`config.mk`:
```
export PLATFORM = sky130hd
export DESIGN_NAME = mmc_queue
export DESIGN_NICKNAME = d
export VERILOG_FILES = /design/src/rtl/mmc_pkg.sv /design/src/rtl/mmc_queue.sv
export SDC_FILE = /design/constraint.sdc
export NUM_CORES = 1
export LEC_CHECK = 0
export ABC_AREA = 1
export BUFFER_PORTS_ARGS = -buffer_cell sky130_fd_sc_hd__buf_2
export CAP_MARGIN = 20
export CELL_PAD_IN_SITES_DETAIL_PLACEMENT = 0
export CELL_PAD_IN_SITES_GLOBAL_PLACEMENT = 1
export CORE_MARGIN = 5
export CORE_UTILIZATION = 40
export DETAILED_ROUTE_END_ITERATION = 10
export PLACE_DENSITY = 0.66
export SLEW_MARGIN = 20
export SYNTH_ARGS = -nofsm -noshare
export SYNTH_HDL_FRONTEND = slang
export SYNTH_SLANG_ARGS = --single-unit
```
`constraint.sdc`:
```
create_clock -name aclk -period 3.6 [get_ports aclk]
set_clock_uncertainty 0.1 [all_clocks]
set_input_delay 0.36 -clock aclk [delete_from_list [all_inputs] [get_ports aclk]]
set_output_delay 0.36 -clock aclk [all_outputs]
set_load 0.02 [all_outputs]
```
`src/rtl/mmc_pkg.sv`:
```
// ============================================================================
// mmc_pkg
// Shared types and constants for the two-way motor move controller: item
// codes, pin layout, the command record passed from front to back, and the
// constants of the move length arithmetic.
// ============================================================================
package mmc_pkg;

    // Item kinds carried on the input tuser.
    typedef enum logic [1:0] {
        OP_POLL       = 2'd0,
        OP_MOVE_LEFT  = 2'd1,
        OP_MOVE_RIGHT = 2'd2
    } op_t;

    // Move direction of the back end.
    typedef enum logic [1:0] {
        DIR_IDLE  = 2'd0,
        DIR_LEFT  = 2'd1,
        DIR_RIGHT = 2'd2
    } dir_t;

    // Sampled pins, left free flag in the lowest bit.
    typedef struct packed {
        logic right_button;
        logic left_button;
        logic right_free;
        logic left_free;
    } pins_t;

    localparam int STEP_W      = 20;
    localparam int AMOUNT_W    = 8;
    localparam int TIME_W      = 32;
    localparam int PROD_W      = STEP_W + AMOUNT_W;
    // Largest quotient is 1048575 * 255 / 100 = 2673866, which needs 22 bits.
    localparam int LEN_W       = 22;

    localparam logic [STEP_W-1:0]   STEP_RESET   = STEP_W'(5000);
    localparam logic [AMOUNT_W-1:0] BUTTON_SHARE = AMOUNT_W'(25);

    // Divide by 100 as a multiply by ceil(2^35 / 100) and a shift by 35.
    // The rounding error (32) stays below 2^(35-28), so it is exact for
    // every 28-bit product.
    localparam int RECIP_SHIFT = 35;
    localparam int RECIP_W     = 29;
    localparam int QPROD_W     = PROD_W + RECIP_W;
    localparam logic [RECIP_W-1:0] RECIP_100 = RECIP_W'(343597384);

    // Command queue between front and back.
    localparam int QDEPTH = 4;
    localparam int QPTR_W = $clog2(QDEPTH);
    localparam int QCNT_W = $clog2(QDEPTH + 3);

    // One classified item as the back end consumes it.
    typedef struct packed {
        op_t                op;
        logic [TIME_W-1:0]  now_ms;
        pins_t              pins;
        logic [LEN_W-1:0]   len_ms;
    } cmd_t;

endpackage

```
`src/rtl/mmc_queue.sv`:
```
// ============================================================================
// mmc_queue
// Short command queue between front and back. The front never pushes into
// a full queue because the top level only accepts beats it has room for.
// ============================================================================
module mmc_queue (
    input  logic                         aclk,
    input  logic                         aresetn,
    input  logic                         push,
    input  mmc_pkg::cmd_t                push_cmd,
    input  logic                         pop,
    output logic                         head_valid,
    output mmc_pkg::cmd_t                head_cmd,
    output logic [mmc_pkg::QCNT_W-1:0]   count
);

    mmc_pkg::cmd_t                 entry_reg [mmc_pkg::QDEPTH];
    logic [mmc_pkg::QPTR_W-1:0]    wr_ptr_reg;
    logic [mmc_pkg::QPTR_W-1:0]    rd_ptr_reg;
    logic [mmc_pkg::QCNT_W-1:0]    count_reg;
    logic [mmc_pkg::QCNT_W-1:0]    count_next;

    // Storage.
    always_ff @(posedge aclk) begin
        if (push) begin
            entry_reg[wr_ptr_reg] <= push_cmd;
        end
    end

    // Pointers and fill count.
    always_comb begin
        count_next = count_reg;
        if (push && !pop) begin
            count_next = count_reg + mmc_pkg::QCNT_W'(1);
        end else if (pop && !push) begin
            count_next = count_reg - mmc_pkg::QCNT_W'(1);
        end
    end

    always_ff @(posedge aclk) begin
        if (!aresetn) begin
            wr_ptr_reg <= '0;
            rd_ptr_reg <= '0;
            count_reg  <= '0;
        end else begin
            if (push) begin
                wr_ptr_reg <= wr_ptr_reg + mmc_pkg::QPTR_W'(1);
            end
            if (pop) begin
                rd_ptr_reg <= rd_ptr_reg + mmc_pkg::QPTR_W'(1);
            end
            count_reg <= count_next;
        end
    end

    assign head_valid = (count_reg != '0);
    assign head_cmd   = entry_reg[rd_ptr_reg];
    assign count      = count_reg;

    // The credit check upstream must keep the queue from overflowing.
    a_no_overflow: assert property (@(posedge aclk) disable iff (!aresetn)
        (count_reg == mmc_pkg::QCNT_W'(mmc_pkg::QDEPTH)) |-> (!push || pop))
        else $error("command queue pushed while full");

endmodule

```
## Word level (Yosys, flattened, before mapping)

Memories as Yosys holds them, arrays and structs flattened. A register that Yosys moved wholly into a read port is not among the register bits.
Cells that the tools add are included.
W data, S select, Z words.

| cells by class | value |
|---|---|
| reduce and logical (&&, ||, !) cells | 6 |
| add/subtract/negate cells | 4 |
| mux-type cells | 6 |

Operators by type and width:

| cell | number |
|---|---|
| $mux W3 | 2 |
| $add A2 B1 Y2 const B | 2 |
| $mux W2 | 2 |
| $add A3 B1 Y3 const B | 1 |
| $reduce_bool A3 Y1 | 1 |
| $sub A3 B1 Y3 const B | 1 |
| $logic_and A1 B1 Y1 | 2 |
| $logic_not A1 Y1 | 2 |
| $mux W1 | 2 |
| $reduce_bool A2 Y1 | 1 |

| word-level totals | value |
|---|---|
| register bits | 7 |
| memories | 1 |
| output and inout bits | 64 |
| RAM bits | 240 |
| input bits | 64 |
| logic and storage cells | 20 |

Memories:

| name | depth | bits a word | read ports | clocked after memory_dff | wr ports | RTL line | text |
|---|---|---|---|---|---|---|---|
| entry_reg | 4 | 60 | 1 | 1 | 1 | mmc_queue.sv:17 | `mmc_pkg::cmd_t entry_reg [mmc_pkg::QDEPTH];` |

## Logic depth before layout (Yosys ltp)

Gate-level depths: netlist of run 1.

| logic depth | value |
|---|---|
| depth after elaboration | 4 |
| mapped depth | 10 |
| gate-level depth less buffers | 10 |

## Worst setup path before layout of run 1

Ideal clock, no wire load.

| path | value |
|---|---|
| path kind | register -> register |
| start | register wr_ptr_reg[0] (netlist bit) |
| end | memory entry_reg[2][0] (netlist bit), enable pin |
| setup slack | 1.330 ns |
| path buffers | 0 |
| required time | 3.086 ns |
| stages on the path, launching flop included | 5 |
| period minus slack after synthesis | 2.270 ns |
| setup time | 0.414 ns |
| arrival time | 1.756 ns |
| path through | dfxtp_1 -> inv_1 -> ha_1 -> nand2_1 -> inv_1 |

RTL lines:

| element | RTL line | text |
|---|---|---|
| from (decl) | mmc_queue.sv:18 | `logic [mmc_pkg::QPTR_W-1:0] wr_ptr_reg;` |
| from (signal assigned) | mmc_queue.sv:47 | `wr_ptr_reg <= wr_ptr_reg + mmc_pkg::QPTR_W'(1);` |
| to (decl) | mmc_queue.sv:17 |  |

No word-level cell before the write port.

==> results.yml, run 1 <==
placed_design:
  detailedPlacementHpwl_um: 11500
  post_dp_cell_area_sq_um: 10400
  port-buffer-count: 127
  pre_cts_ws_ns: 1.28
  gpl.final_weighted_congestion: 0.722
power_and_ir_drop:
  max-vdd-ir-drop_mv: 0.309
  leakage_nw: 4.17
  powerDensity_nw_per_um2: 550
drt:
  drt_iter0_markers: 226
  vias_per_cell: 5.02
  met3_length_um: 965
  num_vias: 5834
  met2RoutedLength_um: 10500
  route.top_layer_used: "met4"
  routed_wire_length_per_instance_um: 17.6
  route.detailed.drc: 0
  route.antenna.remaining_nets: 0
  route.final.wire_length_um: 20400
  wl_met1_um: 8570
  drt_pre_antenna_iters: 4
hold_path:
  min_delay_path_depth: 3
  beginning_of_the_worst_hold_path: "aresetn"
  hold_path_class: "primary input to flop"
  endpoint_worst_hold: "count[2]"
yosys:
  synth.top_cells.by_area: "sky130_fd_sc_hd__edfxtp_1, sky130_fd_sc_hd__o21ai_0, sky130_fd_sc_hd__nor2_1"
  number_of_distinct_library_cells_after_synthesis: 20
  postSynthNetCount: 708
  synthFlopType: "sky130_fd_sc_hd__edfxtp_1"
  synthMostInstantiatedCell: "sky130_fd_sc_hd__edfxtp_1"
  share_of_the_synthesized_area_in_the_top_cell_type: 0.758
  seq_area_frac_synth: 0.777
  ys_ff_latch: 249
  mappedNetlistArea_sq_um: 9500
  yosysTopAreaCell: "sky130_fd_sc_hd__edfxtp_1"
  yosys_warnings: 0
  synth_edf_count: 240
  synth_cells: 638
  proportion_of_register_bits_with_asynchronous_set_or_reset_after_synthesis: 0
  ys_top_cells_by_count: "sky130_fd_sc_hd__edfxtp_1, sky130_fd_sc_hd__nor2_1, sky130_fd_sc_hd__o21ai_0"
  syn_area_per_cell_sq_um: 14.9
die:
  dieArea_sq_um: 26900
  core_rows: 56
  start_util: 0.406
  num_io_pins: 128
  die_width_um: 164
  design.core.area_sq_um: 23400
  die_h_um: 164
cts:
  cts-htree-levels: 1
  clock_buffers_created_by_tritoncts: 26
  cts_repair_resize_count: 0
  clk_path_buf_depth: 3
  tritoncts_num_sinks: 249
  clkLatencyLatePin_ns: 0.51
  path_clk_slew_ns: 0.06
  post_cts_buffers: 0
  clock-root-buffer: "sky130_fd_sc_hd__clkbuf_16"
  cts_tree: "done"
setup_path:
  slowest_delay_ns: 0.46
  rr_startpoint: "wr_ptr_reg[0]"
  crit_chain: "inv_4 > buf_4 > o21ai_0 > o22ai_2 > buf_2"
  timing.reg2reg.worst_path_depth: 5
  crit_path_max_fanout: 39
  r2r_slack_ns: 1.65
  cp_slowest_cell: "sky130_fd_sc_hd__buf_4"
  worst_setup_path_start_kind: "flop"
  rr_endpoint: "entry_reg[0][10]"
  critical_path_rt_ns: 3.14
  cp_data_arrival_time_ns: 2.35
  setup.worst_path.end_class: "output pin"
  criticalPathCategory: "flop to output pin"
cells_and_area:
  nets: 896
  largest_reg_flops: 240
  final_design_area_no_fill_sq_um: 11800
  final_layout_size_suffix_gt1_frac: 0.259
  antennaDiodeCount: 0
  layout_overhead_on_the_synthesized_area_pct: 24.4
  final_core_util: 0.505
grt:
  grt_max_degree: 61
  wire_length_of_the_first_global_routing_pass_um: 31800
  vias_in_the_first_global_route: 6177
  globalRouteOverflowTotal: 0
  globalRouteTotalUtil: 0.150
  number_of_antenna_violations_at_the_first_check_in_global_routing: 0
sta:
  hold_ws_ns: 0.0467
  worst_pin_slew_ns: 0.726
  max_transition_margin: 0.516
  fmaxAchievable_ghz: 0.356
  finalSetupViolCount: 0
  finalHoldViolations: 0
  rsz_0062_raised_after_global_routing: "false"
  timing_max_transition_violations_final: 0
  final.setup.worst_slack_ns: 0.787
  post-route-period-util: 0.781
  setup_total_negative_slack_ns: 0
  period_minus_slack_ns: 2.81
run_status:
  outcome: "finished, final reports clean"
run:
  max-cap-violations: 0
## logic make-up (layout without fill, tap and decap cells)
logic type | count (synthesis) | after routing | share of synthesized area
compound gates | 190 | 190 | 0.121
fa+ha+maj | 6 | 6 | 0.00869
buf+inv | 55 | 260 | 0.0328
flops | 249 | 249 | 0.777
simple gates | 138 | 138 | 0.0602
## how the worst max path moves through the flow
stage	endpoint	slack, ns	depth (start not counted)
6_report	head_cmd[49]	0.79	5
5_1_grt	head_cmd[58]	0.60	5
4_1_cts	head_cmd[4]	0.72	5
3_5_place_dp	head_cmd[4]	1.28	5
3_3_place_gp	head_cmd[4]	1.31	5
2_1_floorplan	entry_reg[2][0]	1.33	4
## report_power, final
group / leakage, nW / switching, mW / total (mW) / internal [mW]
Clock: 0.377 / 1.00 / 2.43 / 1.42
Combinational: 1.52 / 0.479 / 0.730 / 0.251
Sequential: 2.28 / 0.0385 / 3.35 / 3.31
## routing by layer
layer,up-vias,global-route usage
li1,2764,-
met1,2926,0.182
met2,114,0.275
met3,30,0.0263
met4,0,0.0408
met5,-,0
## what timing repair did
action                                  CTS  global route
hold endpoints to repair                240             0
hold buffers                             60             0
endpoints found under the setup margin    0             0
## metrics by stage
step / instances / power, mW
5_1_grt: 1162 / 6.78
4_1_cts: 1162 / 6.60
2_1_floorplan: 638 / 3.84
3_5_place_dp: 1057 / 4.10
6_report: 1162 / 6.50
3_3_place_gp: 1057 / 4.08
## final cells by class
| class | instances | area, sq um |
|---|---|---|
| sequential | 249 | 7390 |
| timing repair buffer | 198 | 1380 |
| clock inverter | 13 | 82.6 |
| tap | 319 | 399 |
| inverter | 17 | 66.3 |
| multi-input combinational | 334 | 1810 |
| clock buffer | 32 | 694 |
| fill | 2057 | 11600 |
## placed cells by master, fill, tap and decap left out, types with 6 or more instances in the layout
| cell | count |
|---|---|
| sky130_fd_sc_hd__nand2_1 | 10 |
| sky130_fd_sc_hd__o22ai_1 | 40 |
| sky130_fd_sc_hd__o22ai_2 | 20 |
| sky130_fd_sc_hd__dfxtp_1 | 7 |
| sky130_fd_sc_hd__clkinv_1 | 8 |
| sky130_fd_sc_hd__dlygate4sd3_1 | 60 |
| sky130_fd_sc_hd__clkbuf_16 | 27 |
| sky130_fd_sc_hd__edfxtp_1 | 240 |
| sky130_fd_sc_hd__o21ai_0 | 86 |
| sky130_fd_sc_hd__nor2_1 | 106 |
| sky130_fd_sc_hd__buf_4 | 6 |
| sky130_fd_sc_hd__o21ai_1 | 40 |
| sky130_fd_sc_hd__inv_1 | 11 |
| sky130_fd_sc_hd__buf_2 | 127 |
| sky130_fd_sc_hd__nor2_2 | 20 |
## critical path: cells and delay by family, from the launching register on
family	cells	cell delay, ns
AO/OA/AOI/OAI	2	0.32
buffers and inverters	3	1.05
flip-flops	1	0.45
Power figures use the tool's default switching activity.
==> run 2: changes to the inputs <==
Settings changed: PLACE_DENSITY 0.66 to 0.69.
Clock period 3.6 ns to 2.3 ns, I/O delays scaled along.
==> run 2 against run 1 <==
Critical path depth shrank 1. Die area stayed put. First-iteration DRC count rose by 26%. Wire length is 8.7% higher. Sequential share of layout area decreased by 1.2 points. Sequential power is 56% higher. Critical endpoint is now head_cmd[37]. Largest power group unchanged.
==> results.yml, run 2 (same netlist as run 1, synthesis figures left out) <==
power_and_ir_drop:
  powerDensity_nw_per_um2: 881
  total_power_mw: 10.6
  leakage_nw: 4.30
  max-vdd-ir-drop_mv: 0.651
cts:
  clk_path_buf_depth: 3
  tritoncts_num_sinks: 249
  clock-root-buffer: "sky130_fd_sc_hd__clkbuf_16"
  path_clk_slew_ns: 0.06
  clock_buffers_created_by_tritoncts: 26
  cts-htree-levels: 1
  clkLatencyLatePin_ns: 0.51
  cts_tree: "done"
placed_design:
  gpl.final_weighted_congestion: 0.723
  pre_cts_ws_ns: 0.496
  placed_instances: 1062
  port-buffer-count: 127
  detailedPlacementHpwl_um: 11800
setup_path:
  rr_startpoint: "wr_ptr_reg[0]"
  crit_path_max_fanout: 60
  cp_data_arrival_time_ns: 1.85
  rr_endpoint: "entry_reg[0][54]"
  r2r_slack_ns: 0.63
  criticalPathCategory: "flop to output pin"
  worst_setup_path_start_kind: "flop"
  critical_path_rt_ns: 1.97
  setup.worst_path.end_class: "output pin"
  timing.reg2reg.worst_path_depth: 5
die:
  die_width_um: 164
  design.core.area_sq_um: 23400
  num_io_pins: 128
  dieArea_sq_um: 26900
  die_h_um: 164
  core_rows: 56
  start_util: 0.406
sta:
  period_minus_slack_ns: 2.18
  post-route-period-util: 0.950
  rsz_0062_raised_after_global_routing: "false"
  finalHoldViolations: 0
  max_transition_margin: 0.653
  fmaxAchievable_ghz: 0.458
  timing_max_transition_violations_final: 0
  final.setup.worst_slack_ns: 0.115
  setup_total_negative_slack_ns: 0
  worst_pin_slew_ns: 0.520
  finalSetupViolCount: 0
drt:
  route.detailed.drc: 0
  drt_pre_antenna_iters: 4
  drt_iter0_markers: 285
  num_vias: 5913
  route.antenna.remaining_nets: 0
  route.final.wire_length_um: 22200
  routed_wire_length_per_instance_um: 18.9
  vias_per_cell: 5.03
grt:
  globalRouteTotalUtil: 0.156
  vias_in_the_first_global_route: 6280
  grt_max_degree: 121
  wire_length_of_the_first_global_routing_pass_um: 33200
  number_of_antenna_violations_at_the_first_check_in_global_routing: 1
  globalRouteOverflowTotal: 0
run:
  max-cap-violations: 0
hold_path:
  hold_path_class: "flop to flop"
  beginning_of_the_worst_hold_path: "rd_ptr_reg[1]"
  min_delay_path_depth: 1
cells_and_area:
  largest_reg_flops: 240
  final_cells: 1176
  nets: 906
  most_common_cell_after_layout_fill_and_taps_aside: "sky130_fd_sc_hd__edfxtp_1"
  ff_latch_area_sq_um: 7390
  mostFrequentLayoutCells: "sky130_fd_sc_hd__edfxtp_1, sky130_fd_sc_hd__buf_2, sky130_fd_sc_hd__nor2_1"
  final_core_util: 0.515
  multi_input_comb_area_sq_um: 1810
  final_layout_size_suffix_gt1_frac: 0.269
  fillCellCount: 2009
  layout_overhead_on_the_synthesized_area_pct: 26.9
run_status:
  outcome: "finished, final reports clean"
## run 2: final cells by class
cell class              count  area share
flip-flops and latches    249       0.613
multi-input cells         334       0.150
repair buffers            208       0.126
clock buffers              33      0.0579
well taps                 319      0.0331
clock inverters            15      0.0140
inverters                  17     0.00612
diodes                      1    0.000208
## run 2: metrics by stage
stage | hold slack (ns) | instance area [sq um]
floorplan | 0.229 | 9500
global placement | 0.326 | 10500
detailed placement | 0.342 | 10500
CTS | 0.350 | 12000
global route | 0.366 | 12100
finish | 0.350 | 12100
## run 2: repair_timing
action / in CTS / in global routing
gates cloned: 0 / 2
resized for setup: 2 / 4
endpoints found under the hold margin: 249 / 0
setup buffers: 0 / 0
setup endpoints to repair: 5 / 49
hold buffers: 63 / 0
## run 2: worst max path at each step
stage,from,end,cells past startpoint
finish,flop,head_cmd[37],4
global route,flop,head_cmd[37],5
CTS,flop,head_cmd[1],4
detailed placement,flop,head_cmd[37],5
global placement,flop,head_cmd[37],5
floorplan,wr_ptr_reg[0],entry_reg[2][0],4
## run 2: power breakdown
part | leakage [nW] | internal [mW] | total [mW] | switching, mW
combinational | 1.59 | 0.423 | 1.22 | 0.794
sequential | 2.28 | 5.18 | 5.23 | 0.0532
clock | 0.428 | 2.58 | 4.17 | 1.58
## run 2: per-layer routing
metal | share of wire | vias up | GRT usage
met5 | 0 | - | 0
met4 | 0.012 | 0 | 0.0347
met3 | 0.055 | 18 | 0.0269
met2 | 0.52 | 139 | 0.281
met1 | 0.41 | 2957 | 0.198
li1 | - | 2799 | -
## run 2: critical path: stages (launching register included)
cell	delay [ns]
sky130_fd_sc_hd__dfxtp_4	0.42
sky130_fd_sc_hd__buf_16	0.26
sky130_fd_sc_hd__o21ai_0	0.14
sky130_fd_sc_hd__o22ai_1	0.23
sky130_fd_sc_hd__buf_2	0.21
