`src/rtl/mmc_pkg.sv`:
```
// ============================================================================
// mmc_pkg
// Shared types and constants for the two-way motor move controller: item
// codes, pin layout, the command record passed from front to back, and the
// constants of the move length arithmetic.
// ============================================================================
package mmc_pkg;

    // Item kinds carried on the input tuser.
    typedef enum logic [1:0] {
        OP_POLL       = 2'd0,
        OP_MOVE_LEFT  = 2'd1,
        OP_MOVE_RIGHT = 2'd2
    } op_t;

    // Move direction of the back end.
    typedef enum logic [1:0] {
        DIR_IDLE  = 2'd0,
        DIR_LEFT  = 2'd1,
        DIR_RIGHT = 2'd2
    } dir_t;

    // Sampled pins, left free flag in the lowest bit.
    typedef struct packed {
        logic right_button;
        logic left_button;
        logic right_free;
        logic left_free;
    } pins_t;

    localparam int STEP_W      = 20;
    localparam int AMOUNT_W    = 8;
    localparam int TIME_W      = 32;
    localparam int PROD_W      = STEP_W + AMOUNT_W;
    // Largest quotient is 1048575 * 255 / 100 = 2673866, which needs 22 bits.
    localparam int LEN_W       = 22;

    localparam logic [STEP_W-1:0]   STEP_RESET   = STEP_W'(5000);
    localparam logic [AMOUNT_W-1:0] BUTTON_SHARE = AMOUNT_W'(25);

    // Divide by 100 as a multiply by ceil(2^35 / 100) and a shift by 35.
    // The rounding error (32) stays below 2^(35-28), so it is exact for
    // every 28-bit product.
    localparam int RECIP_SHIFT = 35;
    localparam int RECIP_W     = 29;
    localparam int QPROD_W     = PROD_W + RECIP_W;
    localparam logic [RECIP_W-1:0] RECIP_100 = RECIP_W'(343597384);

    // Command queue between front and back.
    localparam int QDEPTH = 4;
    localparam int QPTR_W = $clog2(QDEPTH);
    localparam int QCNT_W = $clog2(QDEPTH + 3);

    // One classified item as the back end consumes it.
    typedef struct packed {
        op_t                op;
        logic [TIME_W-1:0]  now_ms;
        pins_t              pins;
        logic [LEN_W-1:0]   len_ms;
    } cmd_t;

endpackage

```
`src/rtl/mmc_back.sv`:
```
// ============================================================================
// mmc_back
// Back end: carries out one queued command per cycle, when its output register
// is empty or read, against the move state (direction, end time, event time,
// latched pins, drive levels) and holds the result beat in that register.
// ============================================================================
module mmc_back (
    input  logic                  aclk,
    input  logic                  aresetn,
    input  logic                  cmd_valid,
    input  mmc_pkg::cmd_t         cmd,
    output logic                  cmd_pop,
    output logic                  m_tvalid,
    input  logic                  m_tready,
    output logic [39:0]           m_tdata
);

    mmc_pkg::dir_t                dir_reg, dir_next;
    logic [mmc_pkg::TIME_W-1:0]   end_time_reg, end_time_next;
    logic [mmc_pkg::TIME_W-1:0]   event_time_reg, event_time_next;
    mmc_pkg::pins_t               pins_reg, pins_next;
    logic [1:0]                   drive_reg, drive_next;

    logic                         out_valid_reg;
    logic [39:0]                  out_data_reg, out_data_next;

    logic                         ready_res, accepted, rvalid;
    logic [mmc_pkg::TIME_W-1:0]   rtime;
    logic [mmc_pkg::TIME_W-1:0]   move_end;
    mmc_pkg::dir_t                start_side;
    logic                         start_req;
    logic                         side_free, side_held, side_running;
    logic                         side_bit;

    assign cmd_pop  = cmd_valid && (!out_valid_reg || m_tready);
    assign move_end = cmd.now_ms + mmc_pkg::TIME_W'(cmd.len_ms);

    // Move state update for the command at the head of the queue.
    always_comb begin
        dir_next        = dir_reg;
        end_time_next   = end_time_reg;
        event_time_next = event_time_reg;
        pins_next       = pins_reg;
        drive_next      = drive_reg;
        ready_res       = 1'b0;
        accepted        = 1'b0;
        rvalid          = 1'b0;
        rtime           = '0;
        start_req       = 1'b0;
        start_side      = mmc_pkg::DIR_LEFT;
        side_free       = 1'b0;
        side_held       = 1'b0;
        side_bit        = 1'b0;

        unique case (cmd.op)
            mmc_pkg::OP_POLL: begin
                pins_next = cmd.pins;
                // The running side's pins decide whether the move goes on.
                side_bit  = (dir_reg == mmc_pkg::DIR_RIGHT);
                side_free = side_bit ? cmd.pins.right_free : cmd.pins.left_free;
                side_held = side_bit ? cmd.pins.right_button : cmd.pins.left_button;
                unique case (dir_reg) inside
                    mmc_pkg::DIR_LEFT, mmc_pkg::DIR_RIGHT: begin
                        if (side_free && (cmd.now_ms < end_time_reg)) begin
                            drive_next[side_bit] = 1'b1;
                        end else if (!side_held || !side_free) begin
                            drive_next[side_bit] = 1'b0;
                            dir_next             = mmc_pkg::DIR_IDLE;
                            event_time_next      = cmd.now_ms - event_time_reg;
                        end
                    end
                    mmc_pkg::DIR_IDLE: begin
                        if (event_time_reg != '0) begin
                            rvalid          = 1'b1;
                            rtime           = event_time_reg;
                            event_time_next = '0;
                        end else if (cmd.pins.left_button) begin
                            start_req  = 1'b1;
                            start_side = mmc_pkg::DIR_LEFT;
                        end else if (cmd.pins.right_button) begin
                            start_req  = 1'b1;
                            start_side = mmc_pkg::DIR_RIGHT;
                        end
                    end
                    default: begin
                    end
                endcase
            end
            mmc_pkg::OP_MOVE_LEFT: begin
                start_req  = 1'b1;
                start_side = mmc_pkg::DIR_LEFT;
            end
            mmc_pkg::OP_MOVE_RIGHT: begin
                start_req  = 1'b1;
                start_side = mmc_pkg::DIR_RIGHT;
            end
            default: begin
            end
        endcase

        // A move starts only from idle with the side's latched free flag set.
        if (start_req && (dir_reg == mmc_pkg::DIR_IDLE)) begin
            if ((start_side == mmc_pkg::DIR_LEFT) ? pins_next.left_free
                                                  : pins_next.right_free) begin
                dir_next        = start_side;
                end_time_next   = move_end;
                event_time_next = cmd.now_ms;
                accepted        = 1'b1;
            end
        end

        if (cmd.op == mmc_pkg::OP_POLL) begin
            ready_res = (dir_next == mmc_pkg::DIR_IDLE) && (event_time_next == '0);
        end

        // Result beat: drives, ready, accepted, report flag, duration.
        out_data_next = {3'b000, rtime, rvalid, accepted, ready_res,
                         drive_next[1], drive_next[0]};
    end

    assign side_running = (dir_reg != mmc_pkg::DIR_IDLE);

    // State registers, updated once per popped command.
    always_ff @(posedge aclk) begin
        if (!aresetn) begin
            dir_reg        <= mmc_pkg::DIR_IDLE;
            end_time_reg   <= '0;
            event_time_reg <= '0;
            pins_reg       <= '0;
            drive_reg      <= '0;
        end else if (cmd_pop) begin
            dir_reg        <= dir_next;
            end_time_reg   <= end_time_next;
            event_time_reg <= event_time_next;
            pins_reg       <= pins_next;
            drive_reg      <= drive_next;
        end
    end

    // Output register.
    always_ff @(posedge aclk) begin
        if (!aresetn) begin
            out_valid_reg <= 1'b0;
        end else if (cmd_pop) begin
            out_valid_reg <= 1'b1;
        end else if (m_tready) begin
            out_valid_reg <= 1'b0;
        end
    end

    always_ff @(posedge aclk) begin
        if (cmd_pop) begin
            out_data_reg <= out_data_next;
        end
    end

    assign m_tvalid = out_valid_reg;
    assign m_tdata  = out_data_reg;

    // The two motors are never driven together.
    a_one_drive: assert property (@(posedge aclk) disable iff (!aresetn)
        !(drive_reg[0] && drive_reg[1]))
        else $error("both drives high");

    // A raised drive belongs to a move in progress.
    a_drive_dir: assert property (@(posedge aclk) disable iff (!aresetn)
        (drive_reg != 2'b00) |-> side_running)
        else $error("drive high while idle");

    // A popped command always leaves a result beat behind it.
    a_pop_result: assert property (@(posedge aclk) disable iff (!aresetn)
        cmd_pop |=> out_valid_reg)
        else $error("popped command produced no result");

    // A report and a move start never share one result beat.
    a_report_or_start: assert property (@(posedge aclk) disable iff (!aresetn)
        out_valid_reg |-> !(out_data_reg[3] && out_data_reg[4]))
        else $error("report and move start in one beat");

endmodule

```
`config.mk`:
```
export PLATFORM = sky130hd
export DESIGN_NAME = mmc_back
export DESIGN_NICKNAME = d
export VERILOG_FILES = /design/src/rtl/mmc_pkg.sv /design/src/rtl/mmc_back.sv
export SDC_FILE = /design/constraint.sdc
export NUM_CORES = 1
export LEC_CHECK = 0
export ABC_AREA = 1
export CORE_MARGIN = 1
export CORE_UTILIZATION = 45
export DETAILED_ROUTE_END_ITERATION = 8
export DONT_BUFFER_PORTS = 1
export PLACE_DENSITY = 0.63
export SETUP_SLACK_MARGIN = 0.2
export SKIP_LAST_GASP = 1
export SLEW_MARGIN = 20
export SYNTH_ARGS = -nofsm -noshare
export SYNTH_HDL_FRONTEND = slang
export SYNTH_SLANG_ARGS = --single-unit
```
`constraint.sdc`:
```
create_clock -name aclk -period 3.5 [get_ports aclk]
set_input_delay 0.35 -clock aclk [delete_from_list [all_inputs] [get_ports aclk]]
set_output_delay 0.35 -clock aclk [all_outputs]
set_load 0.005 [all_outputs]
```
---- Word level (Yosys, flattened, before mapping) ----
Index checks and enable logic that the tools add are counted.
word-level totals
  input bits .............................. 64
  word-level logic and storage cells ...... 83
  output and inout bits ................... 42
  register bits after elaboration ......... 108
operators by class
  add/sub/neg operators ................... 2
  bitwise gates (word level) .............. 3
  multiplexer cells ....................... 37
  $lt $le $gt $ge ......................... 3
  equal/unequal tests ..................... 5
  reductions and logical operators ........ 21
operator list
  kind                                                 number
  2-to-1 mux 32 bit                                    6
  case mux 32 bit (2 select lines)                     1
  adder 32 x 22 -> 32 bit                              1
  zero test 32 bit                                     1
  < comparator 32 bit                                  1
  nonzero test 32 bit                                  1
  subtractor 32 bit                                    1
  2-to-1 mux 2 bit                                     15
  2-to-1 mux 1 bit                                     12
  == test 2 x 1 -> 1 bit (second input constant)       3
  zero test 2 bit                                      3
  AND reduction 3 bit                                  2
  logical AND 1 bit                                    5
  == test 2 bit (second input constant)                2
  case mux 2 bit (2 select lines)                      1
  OR reduction 2 bit                                   2
  zero test 1 bit                                      3
  bitwise AND 2 bit                                    1
  logical OR 1 bit                                     2
  < comparator 1 x 2 -> 1 bit (second input constant)  1
  NOT 2 bit                                            1
  OR 2 bit                                             1
  case mux 1 bit (2 select lines)                      1
  AND reduction 2 bit                                  1
  3 further kinds                                      3

---- Logic depth before layout (Yosys ltp) ----
  depth in word-level cells ............... 12
  depth in mapped cells ................... 24
  mapped depth without buffers ............ 24

---- Least setup slack after synthesis ----
OpenSTA, ideal clock, no wires.
  kind .................................... input port to flip-flop
  start ................................... input port cmd[26] in the netlist's numbering
  end ..................................... register out_data_reg[2], in the netlist m_tdata[2], data pin
  required time ........................... 3.249 ns
  buffers on the path ..................... 0
  slack ................................... 1.022 ns
  arrival ................................. 2.227 ns
  stages on the path ...................... 23
  path through ............................ inv_1 ha_1 fa_1 inv_1 nand3_1 nand3_1 nand2_1 nand2_1 nand2_1 nand2_1 nand2_1 nand2_1 a21oi_1 inv_1 nand2_1 nand3_1 nand3_1 nand2_1 nand2_1 nand2_1 nor2_1 nand2_1 nor2_1
on the way
  longest elaborated chain between the ends .. 9
  elaborated cells between the ends (all ways) .. 17
  those cells by class .................... add/sub (1); order compare (1); mux (11); reduce/logical (4)
RTL lines
  element                                                                      RTL line                        RTL
  start, declared                                                              mmc_back.sv:11                  input mmc_pkg::cmd_t cmd,
  subtractor 32 bit / < comparator 32 bit (equally long branches)              mmc_back.sv:69, mmc_back.sv:64
  2-to-1 mux 32 bit / logical AND 1 bit (equally long branches)                mmc_back.sv:66, mmc_back.sv:64
  2-to-1 mux 32 bit / 2-to-1 mux 2 bit (equally long branches)                 mmc_back.sv:64                  if (side_free && (cmd.now_ms < end_time_reg)) begin
  case mux 32 bit (2 select lines) / 2-to-1 mux 2 bit (equally long branches)  mmc_back.sv:62                  unique case (dir_reg) inside
  2-to-1 mux 32 bit / 2-to-1 mux 2 bit (equally long branches)                 mmc_back.sv:55                  unique case (cmd.op)
  2-to-1 mux 32 bit / 2-to-1 mux 2 bit (equally long branches)                 mmc_back.sv:103                 if ((start_side == mmc_pkg::DIR_LEFT) ? pins_next.left_free
  2-to-1 mux 32 bit / 2-to-1 mux 2 bit (equally long branches)                 mmc_back.sv:102                 if (start_req && (dir_reg == mmc_pkg::DIR_IDLE)) begin
  zero test 32 bit / zero test 2 bit (equally long branches)                   mmc_back.sv:113                 ready_res = (dir_next == mmc_pkg::DIR_IDLE) && (event_time_next == '0);
  logical AND 1 bit (*)                                                        mmc_back.sv:113
  end signal, assigned                                                         mmc_back.sv:153                 out_data_reg <= out_data_next;
  end, declared                                                                mmc_back.sv:25                  logic [39:0] out_data_reg, out_data_next;
Every way passes the cells marked *; elsewhere a longest branch is shown, timed or not.
A chain may end at the register's enable or synchronous reset.

---- Worst setup path after layout ----
  start ................................... register end_time_reg[27] in the netlist's numbering
  end ..................................... register out_data_reg[2], in the netlist m_tdata[2], data pin
on the way
  longest elaborated chain between the ends .. 9
  elaborated cells between the ends (all ways) .. 15
  those cells by class .................... order compare (1); mux (10); reduce/logical (4)
RTL lines
  element                                                                      RTL line         RTL
  start, declared                                                              mmc_back.sv:19   logic [mmc_pkg::TIME_W-1:0] end_time_reg, end_time_next;
  start signal, assigned                                                       mmc_back.sv:133  end_time_reg <= end_time_next;
  < comparator 32 bit (*)                                                      mmc_back.sv:64
  logical AND 1 bit (*)                                                        mmc_back.sv:64
  2-to-1 mux 32 bit / 2-to-1 mux 2 bit (equally long branches)                 mmc_back.sv:64
  case mux 32 bit (2 select lines) / 2-to-1 mux 2 bit (equally long branches)  mmc_back.sv:62
  2-to-1 mux 32 bit / 2-to-1 mux 2 bit (equally long branches)                 mmc_back.sv:55
  2-to-1 mux 32 bit / 2-to-1 mux 2 bit (equally long branches)                 mmc_back.sv:103
  2-to-1 mux 32 bit / 2-to-1 mux 2 bit (equally long branches)                 mmc_back.sv:102
  zero test 32 bit / zero test 2 bit (equally long branches)                   mmc_back.sv:113
  logical AND 1 bit (*)                                                        mmc_back.sv:113
Marked as above.

==> results.tsv <==
stage	metric	value	unit
run_status	outcome	complete, no violations	
timing	Tcrit/Tclk final	0.849	
synth	fraction of synthesized area in multiplexers	0	
worst_setup_path	reg-to-reg startpoint	end_time_reg[27]$_SDFFE_PN0P_	
timing	relative slew slack	0.565	
worst_setup_path	worst path required time	3730	ps
final_layout	Area growth, synth to finish	5.86	%
timing	setup total negative slack	0	ps
synth	share of the yosys chip area belonging to registers	0.261	
worst_setup_path	stages on the worst setup path	19	
routing	number of iterations in the first detailed-routing pass	6	
worst_setup_path	critical path launch point	end_time_reg[27]$_SDFFE_PN0P_	
synth	share of synthesized cell area in and, or, nand and nor gates	0.305	
floorplanning	IO Pins	106	
floorplanning	area enclosed by the die boundary	22200	sq um
min_path	start point of the worst min-delay path	aresetn	
synth	main combinational cell family by area after synthesis	simple AND/OR/NAND/NOR gates	
floorplanning	Initial Utilization	0.461	
timing	number of hold-slack violations in the final timing report	0	
worst_setup_path	reg-to-reg setup timing slack	530	ps
grt	grt ovf	0	
worst_setup_path	CP Capture Point	m_tdata[2]$_SDFFCE_PN0P_	
routing	post-route antenna net violation count	0	
synth	ys flop type	sky130_fd_sc_hd__dfxtp_1	
grt	pin count of the biggest net entering global routing	76	
worst_setup_path	depth of the most critical reg-to-reg path	19	
routing	Routed wire per std cell	17.7	um
grt	global-route wire length before repair	48700	um
timing	setup-violating endpoint count in the final report	0	
final_layout	count of nets after finishing	1645	
pwr	Switching Fraction	0.389	
synth	Syn. warnings	0	
synth	share of synthesized registers carrying an async set or reset	0	
clock_network	TritonCTS Buffers	9	
synth	post-synthesis sequential element count	108	
synth	xor/xnor cell area share of the yosys netlist	0.0315	
routing	number of vias in the routed layout	10000	
routing	initial DRC count	846	
pwr	part of the total power dissipated in combinational logic	0.367	
synth	post-synthesis compound-gate area fraction	0.181	
worst_setup_path	family of cells with the greatest summed delay on the critical path	simple AND/OR/NAND/NOR gates	
grt	vias in the first global route	9084	
timing	clock period minus worst slack	2970	ps
timing	fmax	0.337	GHz
worst_setup_path	crit start category	flop	
placed_design	PortBufs	0	
synth	Post-Synthesis Mean Instance Area	6.46	sq um
pwr	Static Leakage	4.68	nW
routing	routed vias/inst	5.66	
worst_setup_path	critical path peak fanout	11	
clock_network	clock tree from TritonCTS	built	
clock_network	number of levels in the clock H-tree	3	
pwr	Power per Cell Area	388	nW/um^2
worst_setup_path	capture point of the worst reg-to-reg path	m_tdata[2]$_SDFFCE_PN0P_	
worst_setup_path	delay contributed by the slowest stage of the critical path	320	ps
job	count of max-cap constraint violations	0	
clock_network	cell at the root of the clock tree	sky130_fd_sc_hd__clkbuf_16	
worst_setup_path	Critical Path Most Common Cell	sky130_fd_sc_hd__nand2_1	
floorplanning	core area	21100	sq um
synth	Unique masters post-synth	44	
synth	Netlist Area Pre-Place	9720	sq um
worst_setup_path	worst setup path category	reg -> reg	
clock_network	number of buffers on the longest clock path	2	
floorplanning	placement row count	53	
pwr	clock power share	0.273	
timing	Layout Skew	12.3	ps
final_layout	Ant. Diodes	0	
pwr	Switching Power	0.00155	W
synth	Post-synth EDFFs	37	
clock_network	clock-pin slew reported for the worst setup and hold paths after clock tree synthesis	80	ps
pwr	overall power after layout	0.00399	W
routing	DRC errors left	0	
min_path	Hold WC Path Type	in -> reg	
clock_network	worst skew pair latency	360	ps
worst_setup_path	number of buffers and inverters on the critical path	2	
placed_design	Placer Congestion	0.952	
timing	slew at the pin closest to its max-slew limit	645	ps
pwr	Flop pwr share	0.360	
worst_setup_path	CP Cell Sequence	inv_1, ha_1, nand2_1, nor2_1, nand2_1, nor4_1, nand2_1, nand2_2, buf_4, nand2_1, nand3_1, nor2_1, o21bai_1, nand2_1, nor2_1, nand2_1, nor2_1, nand2_1, nor2_1	
final_layout	fill cell total of the finished layout	2245	
worst_setup_path	Worst path slowest cell	sky130_fd_sc_hd__dfxtp_1	
floorplanning	die boundary height	149	um
routing	final WL	31400	um
worst_setup_path	CP endpoint kind	flop	
pwr	P_int	0.00244	W
final_layout	layout cell share with drive strength beyond 1	0.0589	
final_layout	max reg flops	37	
floorplanning	Horiz. Die Dim	149	um
timing	unrepaired setup endpoints after global routing	false	
grt	GRT Overall Usage	0.284	
grt	initial antenna violation count	3	
placed_design	dpl hpwl	24300	um
synth	post-synthesis instance total	1505	
pwr	VDD IR max	0.221	mV
clock_network	Num Clock Sinks	108	
worst_setup_path	data arrival time at the worst-slack endpoint	3200	ps
timing	max-slew violations	0	
synth	fraction of the mapped netlist area in adder cells	0.121	
power by group through the flow:
stage | Sequential, W | Combinational (W) | Clock [W]
floorplan | 0.00145 | 0.00109 | 0
global placement | 0.00146 | 0.00143 | 0
detailed placement | 0.00146 | 0.00143 | 0
CTS | 0.00143 | 0.00144 | 0.00109
global route | 0.00145 | 0.00164 | 0.00114
finish | 0.00143 | 0.00146 | 0.00109
cell usage after synthesis (6+ instances only):
master / n / area (sq um)
sky130_fd_sc_hd__nor2_1: 134 / 503
sky130_fd_sc_hd__o21ai_1: 6 / 30.0
sky130_fd_sc_hd__inv_1: 159 / 597
sky130_fd_sc_hd__nor3_1: 12 / 60.1
sky130_fd_sc_hd__xnor2_1: 11 / 96.3
sky130_fd_sc_hd__or2_2: 10 / 62.6
sky130_fd_sc_hd__nand4_1: 45 / 282
sky130_fd_sc_hd__nand3_1: 94 / 470
sky130_fd_sc_hd__a31oi_1: 8 / 50.1
sky130_fd_sc_hd__o21ai_0: 113 / 566
sky130_fd_sc_hd__ha_1: 91 / 1140
sky130_fd_sc_hd__o21bai_1: 10 / 75.1
sky130_fd_sc_hd__o21a_1: 6 / 45.0
sky130_fd_sc_hd__xor2_1: 24 / 210
sky130_fd_sc_hd__a211oi_1: 10 / 75.1
sky130_fd_sc_hd__inv_2: 33 / 124
sky130_fd_sc_hd__clkbuf_1: 28 / 105
sky130_fd_sc_hd__a21oi_1: 160 / 801
sky130_fd_sc_hd__dfxtp_1: 71 / 1420
sky130_fd_sc_hd__edfxtp_1: 37 / 1110
sky130_fd_sc_hd__buf_2: 9 / 45.0
sky130_fd_sc_hd__nand2_1: 377 / 1420
per-stage QoR:
| stage | worst slack, ps | area [sq um] | cells | hold WS [ps] | utilization |
|---|---|---|---|---|---|
| floorplan | 1020 | 9730 | 1507 | 433 | - |
| global placement | 437 | 9990 | 1752 | 444 | 0.474 |
| detailed placement | 405 | 9990 | 1752 | 455 | 0.474 |
| CTS | 402 | 10300 | 1768 | 117 | 0.488 |
| global route | 214 | 10300 | 1768 | 112 | 0.488 |
| finish | 530 | 10300 | 1768 | 123 | 0.488 |
what timing repair did:
item                       4_1_cts  5_1_grt
hold buffers                     0        0
resized for setup                0        1
setup buffers                    0        0
setup endpoints to repair        0        1
worst min path at each step:
stage | endpoint | slack, ps | depth (start not counted)
CTS | event_time_reg[12]$_SDFFE_PN0P_ | 120 | 2
finish | event_time_reg[22]$_SDFFE_PN0P_ | 120 | 2
floorplan | end_time_reg[3]$_SDFFE_PN0P_ | 430 | 2
detailed placement | end_time_reg[3]$_SDFFE_PN0P_ | 450 | 2
global placement | end_time_reg[6]$_SDFFE_PN0P_ | 440 | 2
global route | event_time_reg[12]$_SDFFE_PN0P_ | 110 | 2
kinds of logic (layout without fill, tap and decap cells):
| kind of cell | Yosys count | in the layout |
|---|---|---|
| xor+xnor | 35 | 35 |
| flops | 108 | 108 |
| buf+inv | 243 | 229 |
| other cells | 1 | 3 |
| simple gates | 698 | 698 |
| fa+ha+maj | 93 | 93 |
| compound gates | 327 | 327 |
layout make-up:
class                   instances  area [sq um]  share of cell area
inverters                     193           726              0.0705
clock buffers                  10           229              0.0223
clock inverters                 6          71.3             0.00693
well taps                     275           344              0.0334
flip-flops and latches        108          2530               0.246
multi-input cells            1156          6220               0.605
repair buffers                 20           163              0.0158
placed cells by master, fill, tap and decap left out, drive strengths merged:
| cell | netlist | routed |
|---|---|---|
| o21bai | 10 | 10 |
| a31oi | 8 | 8 |
| or2 | 20 | 20 |
| dfxtp | 71 | 71 |
| inv | 192 | 193 |
| buf | 22 | 20 |
| a21oi | 160 | 160 |
| a211oi | 10 | 10 |
| conb | 1 | 3 |
| nand3 | 95 | 95 |
| nand4 | 45 | 45 |
| nor3 | 12 | 12 |
| and3 | 1 | 1 |
| o21a | 6 | 6 |
| o211ai | 3 | 3 |
| ha | 91 | 91 |
| a21o | 3 | 3 |
| nor4 | 2 | 2 |
| o21ai | 119 | 119 |
| and2 | 2 | 2 |
| nand2 | 380 | 380 |
| bufinv | 0 | 1 |
| fa | 2 | 2 |
| xnor2 | 11 | 11 |
| clkinv | 1 | 3 |
| nor2 | 138 | 138 |
| clkbuf | 28 | 10 |
| a221oi | 5 | 5 |
| edfxtp | 37 | 37 |
| o221ai | 1 | 1 |
| a21boi | 1 | 1 |
| nand3b | 3 | 3 |
| clkinvlp | 0 | 2 |
| xor2 | 24 | 24 |
| a211o | 1 | 1 |
layer usage:
layer  share of wire  global-route usage
met1            0.45               0.393
met2            0.44               0.448
met3           0.090              0.0505
met4           0.020              0.0872
met5               0                   0
Power figures use the tool's default switching activity.
